$ cat src/rtl/hbd_pkg.sv
`timescale 1ns / 1ps
`default_nettype none
// hbd_pkg: shared types and constants for the bus decoder with mbc1 bank control
// no dependencies; imported by every module of the block

package hbd_pkg;

  // rom bank register width, default and widest supported value
  localparam int ROM_BANK_BITS_DEF = 7;
  localparam int ROM_BANK_MAX_W    = 7;

  localparam int ADDR_W   = 16;
  localparam int DATA_W   = 8;
  localparam int OFFSET_W = 21;
  localparam int REGION_W = 4;

  // configuration port
  localparam int CFG_IDX_W  = 1;
  localparam int CFG_DATA_W = 2;
  localparam logic [CFG_IDX_W-1:0] CFG_CART_KIND    = 1'd0;
  localparam logic [CFG_IDX_W-1:0] CFG_BOOT_OVERLAY = 1'd1;

  // cartridge kinds
  localparam logic [1:0] CART_NONE          = 2'd0;
  localparam logic [1:0] CART_MBC1          = 2'd1;
  localparam logic [1:0] CART_MBC1_RAM      = 2'd2;
  localparam logic [1:0] CART_MBC1_RAM_BATT = 2'd3;

  // access direction
  localparam logic FUNC_READ  = 1'b0;
  localparam logic FUNC_WRITE = 1'b1;

  // controller register select, address bits 14:13
  localparam logic [1:0] SEL_RAM_EN = 2'd0;
  localparam logic [1:0] SEL_ROM_LO = 2'd1;
  localparam logic [1:0] SEL_ROM_HI = 2'd2;
  localparam logic [1:0] SEL_MODE   = 2'd3;

  localparam logic [DATA_W-1:0] RAM_EN_KEY = 8'h0A;

  // region codes
  localparam logic [REGION_W-1:0] REGION_BOOT   = 4'd0;
  localparam logic [REGION_W-1:0] REGION_ICON   = 4'd1;
  localparam logic [REGION_W-1:0] REGION_LOGO   = 4'd2;
  localparam logic [REGION_W-1:0] REGION_ROM    = 4'd3;
  localparam logic [REGION_W-1:0] REGION_VRAM   = 4'd4;
  localparam logic [REGION_W-1:0] REGION_EXTRAM = 4'd5;
  localparam logic [REGION_W-1:0] REGION_WRAM   = 4'd6;
  localparam logic [REGION_W-1:0] REGION_OAM    = 4'd7;
  localparam logic [REGION_W-1:0] REGION_HRAM   = 4'd8;
  localparam logic [REGION_W-1:0] REGION_IE     = 4'd9;
  localparam logic [REGION_W-1:0] REGION_IO     = 4'd10;
  localparam logic [REGION_W-1:0] REGION_NONE   = 4'd11;
  localparam logic [REGION_W-1:0] REGION_MBC    = 4'd12;

  // one bus access
  typedef struct packed {
    logic              func;
    logic [ADDR_W-1:0] address;
    logic [DATA_W-1:0] write_data;
  } access_t;

  // one decoded result
  typedef struct packed {
    logic [REGION_W-1:0]       region;
    logic [OFFSET_W-1:0]       phys_offset;
    logic                      ram_enabled;
    logic [ROM_BANK_MAX_W-1:0] current_rom_bank;
    logic [1:0]                current_ram_bank;
  } result_t;

  // bank controller state, rom bank zero extended to the widest form
  typedef struct packed {
    logic                      ram_enable;
    logic [ROM_BANK_MAX_W-1:0] rom_bank;
    logic [1:0]                ram_bank;
    logic                      mode;
  } mbc_state_t;

endpackage

`default_nettype wire

$ cat src/rtl/hbd_mbc.sv
`timescale 1ns / 1ps
`default_nettype none
// hbd_mbc: mbc1 bank controller registers and their write decode
// depends on hbd_pkg

module hbd_mbc import hbd_pkg::*; #(
  parameter int ROM_BANK_BITS = ROM_BANK_BITS_DEF
) (
  input  logic              clk,
  input  logic              rst,
  input  logic              wr_en,
  input  logic [1:0]        sel,
  input  logic [DATA_W-1:0] wr_data,
  input  logic [1:0]        cart_kind,
  output mbc_state_t        state,
  output mbc_state_t        state_next
);

  logic [ROM_BANK_BITS-1:0]  rom_bank;
  logic [ROM_BANK_BITS-1:0]  rom_bank_next;
  logic [1:0]                ram_bank;
  logic [1:0]                ram_bank_next;
  logic                      ram_enable;
  logic                      ram_enable_next;
  logic                      mode;
  logic                      mode_next;
  logic [ROM_BANK_MAX_W-1:0] rom_wide;
  logic [ROM_BANK_MAX_W-1:0] rom_tmp;
  logic [4:0]                low5;

  assign rom_wide = ROM_BANK_MAX_W'(rom_bank);
  // bank 0 in the low field selects bank 1
  assign low5 = (wr_data[4:0] == 5'd0) ? 5'd1 : wr_data[4:0];

  always_comb begin
    rom_tmp         = rom_wide;
    ram_bank_next   = ram_bank;
    ram_enable_next = ram_enable;
    mode_next       = mode;
    if (wr_en && (cart_kind != CART_NONE)) begin
      case (sel)
        SEL_RAM_EN: begin
          ram_enable_next = (wr_data == RAM_EN_KEY);
        end
        SEL_ROM_LO: begin
          rom_tmp = {rom_wide[6:5], low5};
        end
        SEL_ROM_HI: begin
          if (mode) begin
            ram_bank_next = wr_data[1:0];
          end else begin
            rom_tmp = {wr_data[1:0], rom_wide[4:0]};
          end
        end
        SEL_MODE: begin
          if ((cart_kind == CART_MBC1_RAM) || (cart_kind == CART_MBC1_RAM_BATT)) begin
            mode_next = wr_data[0];
          end
        end
        default: begin
          rom_tmp = rom_wide;
        end
      endcase
    end
    rom_bank_next = rom_tmp[ROM_BANK_BITS-1:0];
  end

  always_ff @(posedge clk) begin
    if (rst) begin
      rom_bank   <= ROM_BANK_BITS'(1);
      ram_bank   <= 2'd0;
      ram_enable <= 1'b0;
      mode       <= 1'b0;
    end else begin
      rom_bank   <= rom_bank_next;
      ram_bank   <= ram_bank_next;
      ram_enable <= ram_enable_next;
      mode       <= mode_next;
    end
  end

  assign state.ram_enable      = ram_enable;
  assign state.rom_bank        = rom_wide;
  assign state.ram_bank        = ram_bank;
  assign state.mode            = mode;
  assign state_next.ram_enable = ram_enable_next;
  assign state_next.rom_bank   = ROM_BANK_MAX_W'(rom_bank_next);
  assign state_next.ram_bank   = ram_bank_next;
  assign state_next.mode       = mode_next;

endmodule

`default_nettype wire

$ cat src/rtl/hbd_decode.sv
`timescale 1ns / 1ps
`default_nettype none
// hbd_decode: address map decode to region and banked offset
// depends on hbd_pkg

module hbd_decode import hbd_pkg::*; (
  input  logic [ADDR_W-1:0]   address,
  input  logic                overlay,
  input  mbc_state_t          state,
  output logic [REGION_W-1:0] region,
  output logic [OFFSET_W-1:0] phys_offset
);

  logic [7:0] logo_off;

  assign logo_off = address[7:0] - 8'h04;

  always_comb begin
    region      = REGION_NONE;
    phys_offset = '0;
    if (address[15:14] == 2'b00) begin
      if (overlay && (address[15:8] == 8'h00)) begin
        if (address[7:3] == 5'b11011) begin
          region      = REGION_ICON;
          phys_offset = OFFSET_W'(address[2:0]);
        end else begin
          region      = REGION_BOOT;
          phys_offset = OFFSET_W'(address);
        end
      end else if (overlay && (address >= 16'h0104) && (address <= 16'h0133)) begin
        region      = REGION_LOGO;
        phys_offset = OFFSET_W'(logo_off);
      end else begin
        region      = REGION_ROM;
        phys_offset = OFFSET_W'(address);
      end
    end else if (address[15:14] == 2'b01) begin
      // switched bank window
      region      = REGION_ROM;
      phys_offset = {state.rom_bank, address[13:0]};
    end else if (address[15:13] == 3'b100) begin
      region      = REGION_VRAM;
      phys_offset = OFFSET_W'(address[12:0]);
    end else if (address[15:13] == 3'b101) begin
      region      = REGION_EXTRAM;
      phys_offset = OFFSET_W'({state.ram_bank, address[12:0]});
    end else if (address < 16'hFE00) begin
      region      = REGION_WRAM;
      phys_offset = OFFSET_W'(address[12:0]);
    end else if (address < 16'hFEA0) begin
      region      = REGION_OAM;
      phys_offset = OFFSET_W'(address[7:0]);
    end else if (address < 16'hFF00) begin
      region      = REGION_NONE;
    end else if (address == 16'hFFFF) begin
      region      = REGION_IE;
    end else if (address >= 16'hFF80) begin
      region      = REGION_HRAM;
      phys_offset = OFFSET_W'(address[6:0]);
    end else begin
      region      = REGION_IO;
      phys_offset = OFFSET_W'(address[7:0]);
    end
  end

endmodule

`default_nettype wire

$ cat src/rtl/handheld_bus_decoder_mbc1.sv
`timescale 1ns / 1ps
`default_nettype none
// handheld_bus_decoder_mbc1: top level, bus access decode with mbc1 bank control
// depends on hbd_pkg, hbd_mbc, hbd_decode
//
// channel   direction  handshake              beat
// access    in         access_valid / stall   func, address, write_data
// result    out        result_valid / stall   region, offset, bank status
// cfg       in         cfg_valid / cfg_ready  register index, write data
//
// one beat per clock sustained while not stalled (access register, result register)
// the throughput is set by the single decode pass between the two registers
// bank registers update on the edge that loads the matching result beat
// rst (synchronous) clears both valid flags, config and the bank registers (rom bank 1)
// a stalled result holds; access keeps flowing until the access register is also full

module handheld_bus_decoder_mbc1 import hbd_pkg::*; #(
  parameter int ROM_BANK_BITS = ROM_BANK_BITS_DEF
) (
  input  logic                  clk,
  input  logic                  rst,
  input  logic                  access_valid,
  output logic                  access_stall,
  input  access_t               access,
  output logic                  result_valid,
  input  logic                  result_stall,
  output result_t               result,
  input  logic                  cfg_valid,
  output logic                  cfg_ready,
  input  logic [CFG_IDX_W-1:0]  cfg_index,
  input  logic [CFG_DATA_W-1:0] cfg_data
);

  // configuration registers
  logic [1:0] cart_kind;
  logic       boot_overlay;

  // access register
  logic    acc_valid;
  access_t acc;

  // pipeline control
  logic result_load;
  logic acc_take;
  logic is_mbc_wr;
  logic mbc_wr_en;

  mbc_state_t          mbc_state;
  mbc_state_t          mbc_state_next;
  logic [REGION_W-1:0] dec_region;
  logic [OFFSET_W-1:0] dec_offset;
  result_t             result_next;

  // config writes are always taken
  assign cfg_ready = 1'b1;

  always_ff @(posedge clk) begin
    if (rst) begin
      cart_kind    <= CART_NONE;
      boot_overlay <= 1'b0;
    end else if (cfg_valid && cfg_ready) begin
      case (cfg_index)
        CFG_CART_KIND:    cart_kind    <= cfg_data[1:0];
        CFG_BOOT_OVERLAY: boot_overlay <= cfg_data[0];
        default:          cart_kind    <= cart_kind;
      endcase
    end
  end

  // result register loads when empty or being drained
  assign result_load  = !result_valid || !result_stall;
  // access register frees when its beat moves on
  assign access_stall = acc_valid && !result_load;
  assign acc_take     = access_valid && !access_stall;

  always_ff @(posedge clk) begin
    if (rst) begin
      acc_valid <= 1'b0;
    end else if (acc_take) begin
      acc_valid <= 1'b1;
    end else if (result_load) begin
      acc_valid <= 1'b0;
    end
  end

  always_ff @(posedge clk) begin
    if (acc_take) begin
      acc <= access;
    end
  end

  // writes below 0x8000 go to the bank controller
  assign is_mbc_wr = (acc.func == FUNC_WRITE) && !acc.address[15];
  assign mbc_wr_en = acc_valid && result_load && is_mbc_wr;

  hbd_mbc #(
    .ROM_BANK_BITS(ROM_BANK_BITS)
  ) u_mbc (
    .clk        (clk),
    .rst        (rst),
    .wr_en      (mbc_wr_en),
    .sel        (acc.address[14:13]),
    .wr_data    (acc.write_data),
    .cart_kind  (cart_kind),
    .state      (mbc_state),
    .state_next (mbc_state_next)
  );

  // boot overlay only applies to reads
  hbd_decode u_decode (
    .address     (acc.address),
    .overlay     ((acc.func == FUNC_READ) && boot_overlay),
    .state       (mbc_state),
    .region      (dec_region),
    .phys_offset (dec_offset)
  );

  always_comb begin
    result_next.region           = is_mbc_wr ? REGION_MBC : dec_region;
    result_next.phys_offset      = is_mbc_wr ? OFFSET_W'(acc.address) : dec_offset;
    // status fields show the controller after this access
    result_next.ram_enabled      = mbc_state_next.ram_enable;
    result_next.current_rom_bank = mbc_state_next.rom_bank;
    result_next.current_ram_bank = mbc_state_next.ram_bank;
  end

  always_ff @(posedge clk) begin
    if (rst) begin
      result_valid <= 1'b0;
    end else if (result_load) begin
      result_valid <= acc_valid;
    end
  end

  always_ff @(posedge clk) begin
    if (result_load && acc_valid) begin
      result <= result_next;
    end
  end

endmodule

`default_nettype wire

$ cat config.mk
export PLATFORM = sky130hd
export DESIGN_NAME = handheld_bus_decoder_mbc1
export DESIGN_NICKNAME = d
export VERILOG_FILES = /design/src/rtl/hbd_pkg.sv /design/src/rtl/hbd_mbc.sv /design/src/rtl/hbd_decode.sv /design/src/rtl/handheld_bus_decoder_mbc1.sv
export SDC_FILE = /design/constraint.sdc
export NUM_CORES = 1
export LEC_CHECK = 0
export BUFFER_PORTS_ARGS = -buffer_cell sky130_fd_sc_hd__buf_2
export CORE_ASPECT_RATIO = 0.7
export CORE_MARGIN = 8
export CORE_UTILIZATION = 48
export CTS_CLUSTER_DIAMETER = 30
export DETAILED_ROUTE_END_ITERATION = 10
export PLACE_DENSITY = 0.75
export SLEW_MARGIN = 25
export SYNTH_ARGS = -nofsm -noshare
export SYNTH_HDL_FRONTEND = slang
export SYNTH_SLANG_ARGS = --single-unit
$ cat constraint.sdc
create_clock -name clk -period 4.1 [get_ports clk]
set_input_delay 0.205 -clock clk [delete_from_list [all_inputs] [get_ports clk]]
set_output_delay 0.205 -clock clk [all_outputs]
set_load 0.02 [all_outputs]
## Word-level counts from Yosys, hierarchy flattened

Index checks and enable logic that the tools add are counted.

| operators by class | value |
|---|---|
| add/sub/neg operators | 1 |
| multiply operators | 0 |
| divide/modulo/power cells | 0 |
| $lt $le $gt $ge | 6 |
| eq/ne operators | 11 |
| shifts and indexed selects | 0 |
| mux-type cells | 36 |
| bitwise operators | 2 |
| reduce and logical (&&, ||, !) cells | 26 |

Operators by type and width:

| operator | number |
|---|---|
| $mux W21 | 9 |
| $lt A16 B16 Y1 const B | 3 |
| $mux W16 | 3 |
| $mux W4 | 9 |
| $eq A16 B16 Y1 const B | 1 |
| $ge A16 B16 Y1 const B | 1 |
| $ge A16 B9 Y1 const B | 1 |
| $le A16 B9 Y1 const B | 1 |
| $mux W7 | 2 |
| $pmux W7 S2 | 1 |
| $logic_and A1 B1 Y1 | 10 |
| $eq A2 B2 Y1 const B | 4 |
| $eq A8 B4 Y1 const B | 1 |
| $logic_not A8 Y1 | 1 |
| $mux W2 | 4 |
| $mux W8 | 1 |
| $sub A8 B3 Y8 const B | 1 |
| $eq A3 B3 Y1 const B | 2 |
| $mux W1 | 6 |
| $eq A5 B5 Y1 const B | 1 |
| $logic_not A1 Y1 | 5 |
| $logic_not A5 Y1 | 1 |
| $mux W5 | 1 |
| $eq A2 B1 Y1 const B | 2 |
| other kinds (6) | 11 |

| word-level totals | value |
|---|---|
| register bits after elaboration | 76 |
| latch bits | 0 |
| bits in writable memories | 0 |
| memory bits (read-only) | 0 |
| input bits | 33 |
| memories kept | 0 |

## Depth between registers and ports, before layout

| logic depth | value |
|---|---|
| depth in word-level cells | 11 |
| mapped depth | 8 |

## Hierarchy

Synthesis repeated with hierarchy kept, for this count alone.

| unflattened totals | value |
|---|---|
| cell total of the unflattened synthesis | 260 |
| area, all modules | 3470.8 um^2 |

Modules (own cells, without submodules):

| module | times used | cells each | area each (um^2) | sequential area each (um^2) |
|---|---|---|---|---|
| handheld_bus_decoder_mbc1 | 1 | 116 | 2354.8 | 1901.8 |
| hbd_mbc | 1 | 72 | 640.6 | 220.2 |
| hbd_decode | 1 | 72 | 475.5 | 0.0 |

## Worst setup path before layout

OpenSTA, ideal clock, no wires.

| path | value |
|---|---|
| kind | reg-to-reg |
| from | reg result_valid |
| to | reg result[8] in the netlist's numbering, data pin |
| library setup time | 0.259 ns |
| data arrival time | 4.270 ns |
| required time | 3.841 ns |
| path slack | -0.429 ns |
| cell stages (with the launch flop) | 5 |
| path buffers | 0 |
| cell sequence | dfxtp_1 a21boi_0 o2111ai_1 or2_2 a22o_1 |

RTL lines:

| what | RTL line | source |
|---|---|---|
| start, declared | handheld_bus_decoder_mbc1.sv:25 | `output logic result_valid,` |
| start signal, assigned | handheld_bus_decoder_mbc1.sv:131 | `result_valid <= acc_valid;` |
| end signal, assigned | handheld_bus_decoder_mbc1.sv:137 | `result <= result_next;` |
| end, declared | handheld_bus_decoder_mbc1.sv:27 | `output result_t result,` |

==> impl_metrics.env <==
export IMPL_status="complete, no violations"
export IMPL_ant_nets=0
export IMPL_ioPinCount=71
export IMPL_drt_pass1_iter_count=5
export IMPL_ys_seq_area_share_pct=67.17
export IMPL_fp_coreArea_mm2=0.006306
export IMPL_tightestPinTransition_ns=0.6627
export IMPL_areaGrowthSynthToFinish_pct=20.75
export IMPL_wire_per_inst_um=16.99
export IMPL_grt_overflow=0
export IMPL_ys_types=49
export IMPL_hold_buffers=0
export IMPL_hp_class="in2reg"
export IMPL_synth_seq_cells=76
export IMPL_drive_above_1_share_pct=31.65
export IMPL_grtUsageTotal_pct=14.95
export IMPL_final_cell_mix="69 x buf_2, 60 x edfxtp_1, 18 x nand2_1, 16 x dfxtp_1, 13 x nor2_1"
export IMPL_layout_nets=352
export IMPL_grt_pass1_vias=2184
export IMPL_pre_cts_ws_ns=1.744
export IMPL_cp_required_ns=4.26
export IMPL_initial_core_util_pct=50.10
export IMPL_final_cells=394
export IMPL_cts_resized=0
export IMPL_synthFlopType="edfxtp_1"
export IMPL_highest_layer="met4"
export IMPL_wl_met3_um=549
export IMPL_period_needed_ns=2.354
export IMPL_layout_commonest_cell="buf_2"
export IMPL_setup_slack_ns=1.746
export IMPL_clock_latency_ns=0.33
export IMPL_synthesis_nets=276
export IMPL_async_flop_share_pct=0
export IMPL_port_buffers=69
export IMPL_cts_inserted_buffers=9
export IMPL_post_cts_buffers=0
export IMPL_postSynthCellCount=235
export IMPL_clock_sinks=76
export IMPL_fmax_ghz=0.4248
export IMPL_syn_area_per_cell_um2=13.44
export IMPL_finalWeightedCongestion=0.8825
export IMPL_dieArea_mm2=0.009475
export IMPL_htreeDepth=3
export IMPL_slew_headroom_pct=55.73
export IMPL_wl_met2_mm=2.700
export IMPL_drt_initial_drc_count=163
export IMPL_finalHoldViolations=0
export IMPL_crit_type="reg2reg"
export IMPL_root_buffer="clkbuf_8"
export IMPL_die_y_um=83.88
export IMPL_vias=2106
export IMPL_die_w_um=113.0
export IMPL_grt_pass1_wl_mm=11.12
export IMPL_rows=24
export IMPL_wl_mm=6.693
export IMPL_wl_met1_mm=3.384
export IMPL_synth_edff_count=60
export IMPL_synth_warning_count=0
export IMPL_drcViolationCount=0
export IMPL_antennaDiodeCount=0
export IMPL_cp_arrival_ns=2.51
export IMPL_setup_tns_final_ns=0
export IMPL_viasPerCell=5.345
export IMPL_setup_viol=0
export IMPL_netlist_area_mm2=0.003159
export IMPL_clk_pin_slew_ns=0.07
export IMPL_clk_path_buf_depth=2
export IMPL_ir_worst_vdd_mv=0.1670
export IMPL_dp_hpwl_mm=5.118
export IMPL_finClkSkew_ns=0.003835
export IMPL_total_leakage_power_nw=1.530
export IMPL_dp_cells=378
export IMPL_cap_violations=0
export IMPL_slew_violations=0
export IMPL_cp_start_kind="register"
export IMPL_rsz0062_at_grt="no"
export IMPL_final_util_pct=60.50
export IMPL_antenna_found_initial=0
export IMPL_critical_path_peak_fanout=9
export IMPL_end_kind="register"
export IMPL_grt_start_max_net_pins=28
export IMPL_powerDensity_mw_per_mm2=423.0
export IMPL_min_period_over_period_pct=57.41
export IMPL_cts_tree="yes"
==> cells in the mapped netlist (all sizes together), types with 2 or more instances <==
master | n | share of area, %
edfxtp | 60 | 57
nand2 | 18 | 2.1
dfxtp | 16 | 10
nor2 | 13 | 1.5
nor2b | 10 | 2.0
o21ai | 10 | 1.7
and3 | 9 | 1.8
ha | 8 | 3.2
inv | 7 | 0.83
a22o | 6 | 1.7
and2 | 6 | 1.2
nand3 | 6 | 0.95
nor3 | 6 | 0.95
a21oi | 5 | 0.79
or2 | 5 | 0.99
nand2b | 4 | 0.79
or3 | 4 | 0.99
buf | 3 | 0.75
mux2 | 3 | 1.1
nor4 | 3 | 0.59
o22ai | 3 | 0.59
clkbuf | 2 | 0.24
mux2i | 2 | 0.63
nand3b | 2 | 0.48
nand4 | 2 | 0.40
nor3b | 2 | 0.48
o211ai | 2 | 0.48
o31ai | 2 | 0.48
==> final timing paths <==
kind,cells past startpoint,slack (ns),startpoint,end
max,7,1.75,acc[11]$_DFFE_PP_,result[14]$_DFFE_PP_
min reg2reg,2,0.50,boot_overlay$_SDFFE_PP0P_,boot_overlay$_SDFFE_PP0P_
max reg2reg,7,1.75,acc[11]$_DFFE_PP_,result[14]$_DFFE_PP_
min,1,0.04,access[10],acc[10]$_DFFE_PP_
==> flip-flops by register name, indices dropped and copies added (netlist names) <==
| register | count |
|---|---|
| acc | 25 |
| u_mbc.mode | 1 |
| cart_kind | 2 |
| u_mbc.ram_enable | 1 |
| result_valid | 1 |
| u_mbc.rom_bank | 7 |
| result | 35 |
| boot_overlay | 1 |
| acc_valid | 1 |
| u_mbc.ram_bank | 2 |
==> worst max-delay path, stage by stage (launching register included) <==
cell      delay [ns]
edfxtp_1        0.47
inv_1           0.14
ha_1            0.22
or3b_2          0.50
o211ai_1        0.22
or3_1           0.30
o21ai_0         0.11
a31oi_1         0.22
==> cell type report <==
class	instances	area, µm²
fillers	523	2491
flip-flops and latches	76	2122
multi-input cells	147	998.5
repair buffers	70	352.8
clock buffers	12	145.1
well taps	78	97.59
clock inverters	4	72.57
inverters	7	26.28
==> kinds of logic (layout without fill, tap and decap cells) <==
group / after synthesis / after routing / share of synthesized area, %
AOI/OAI and AO/OA: 38 / 38 / 8.990
other: 1 / 1 / 0.1187
adders and majority gates: 8 / 8 / 3.168
muxes: 5 / 5 / 1.703
buffers and inverters: 12 / 93 / 1.822
DFF: 76 / 76 / 67.17
and+or+nand+nor: 95 / 95 / 17.03
==> report_power, final <==
group          total [mW]  internal, mW  switching (mW)
logic               0.112        0.0408          0.0709
clock network       0.611         0.359           0.252
registers           0.891         0.867          0.0239
==> per-stage QoR <==
step	hold slack [ns]	cell area (µm²)	power (mW)
6_report	0.04235	3815	1.614
5_1_grt	0.01371	3815	1.680
4_1_cts	0.02192	3815	1.631
3_5_place_dp	0.3831	3597	1.021
3_3_place_gp	0.3817	3592	1.016
2_1_floorplan	0.2766	3159	0.9674
==> layer usage <==
metal	vias up	track usage, %
met5	-	0
met4	0	5.663
met3	4	5.708
li1	1033	-
met2	95	19.88
met1	974	21.18
No activity file was read; power rests on OpenSTA's default activity.
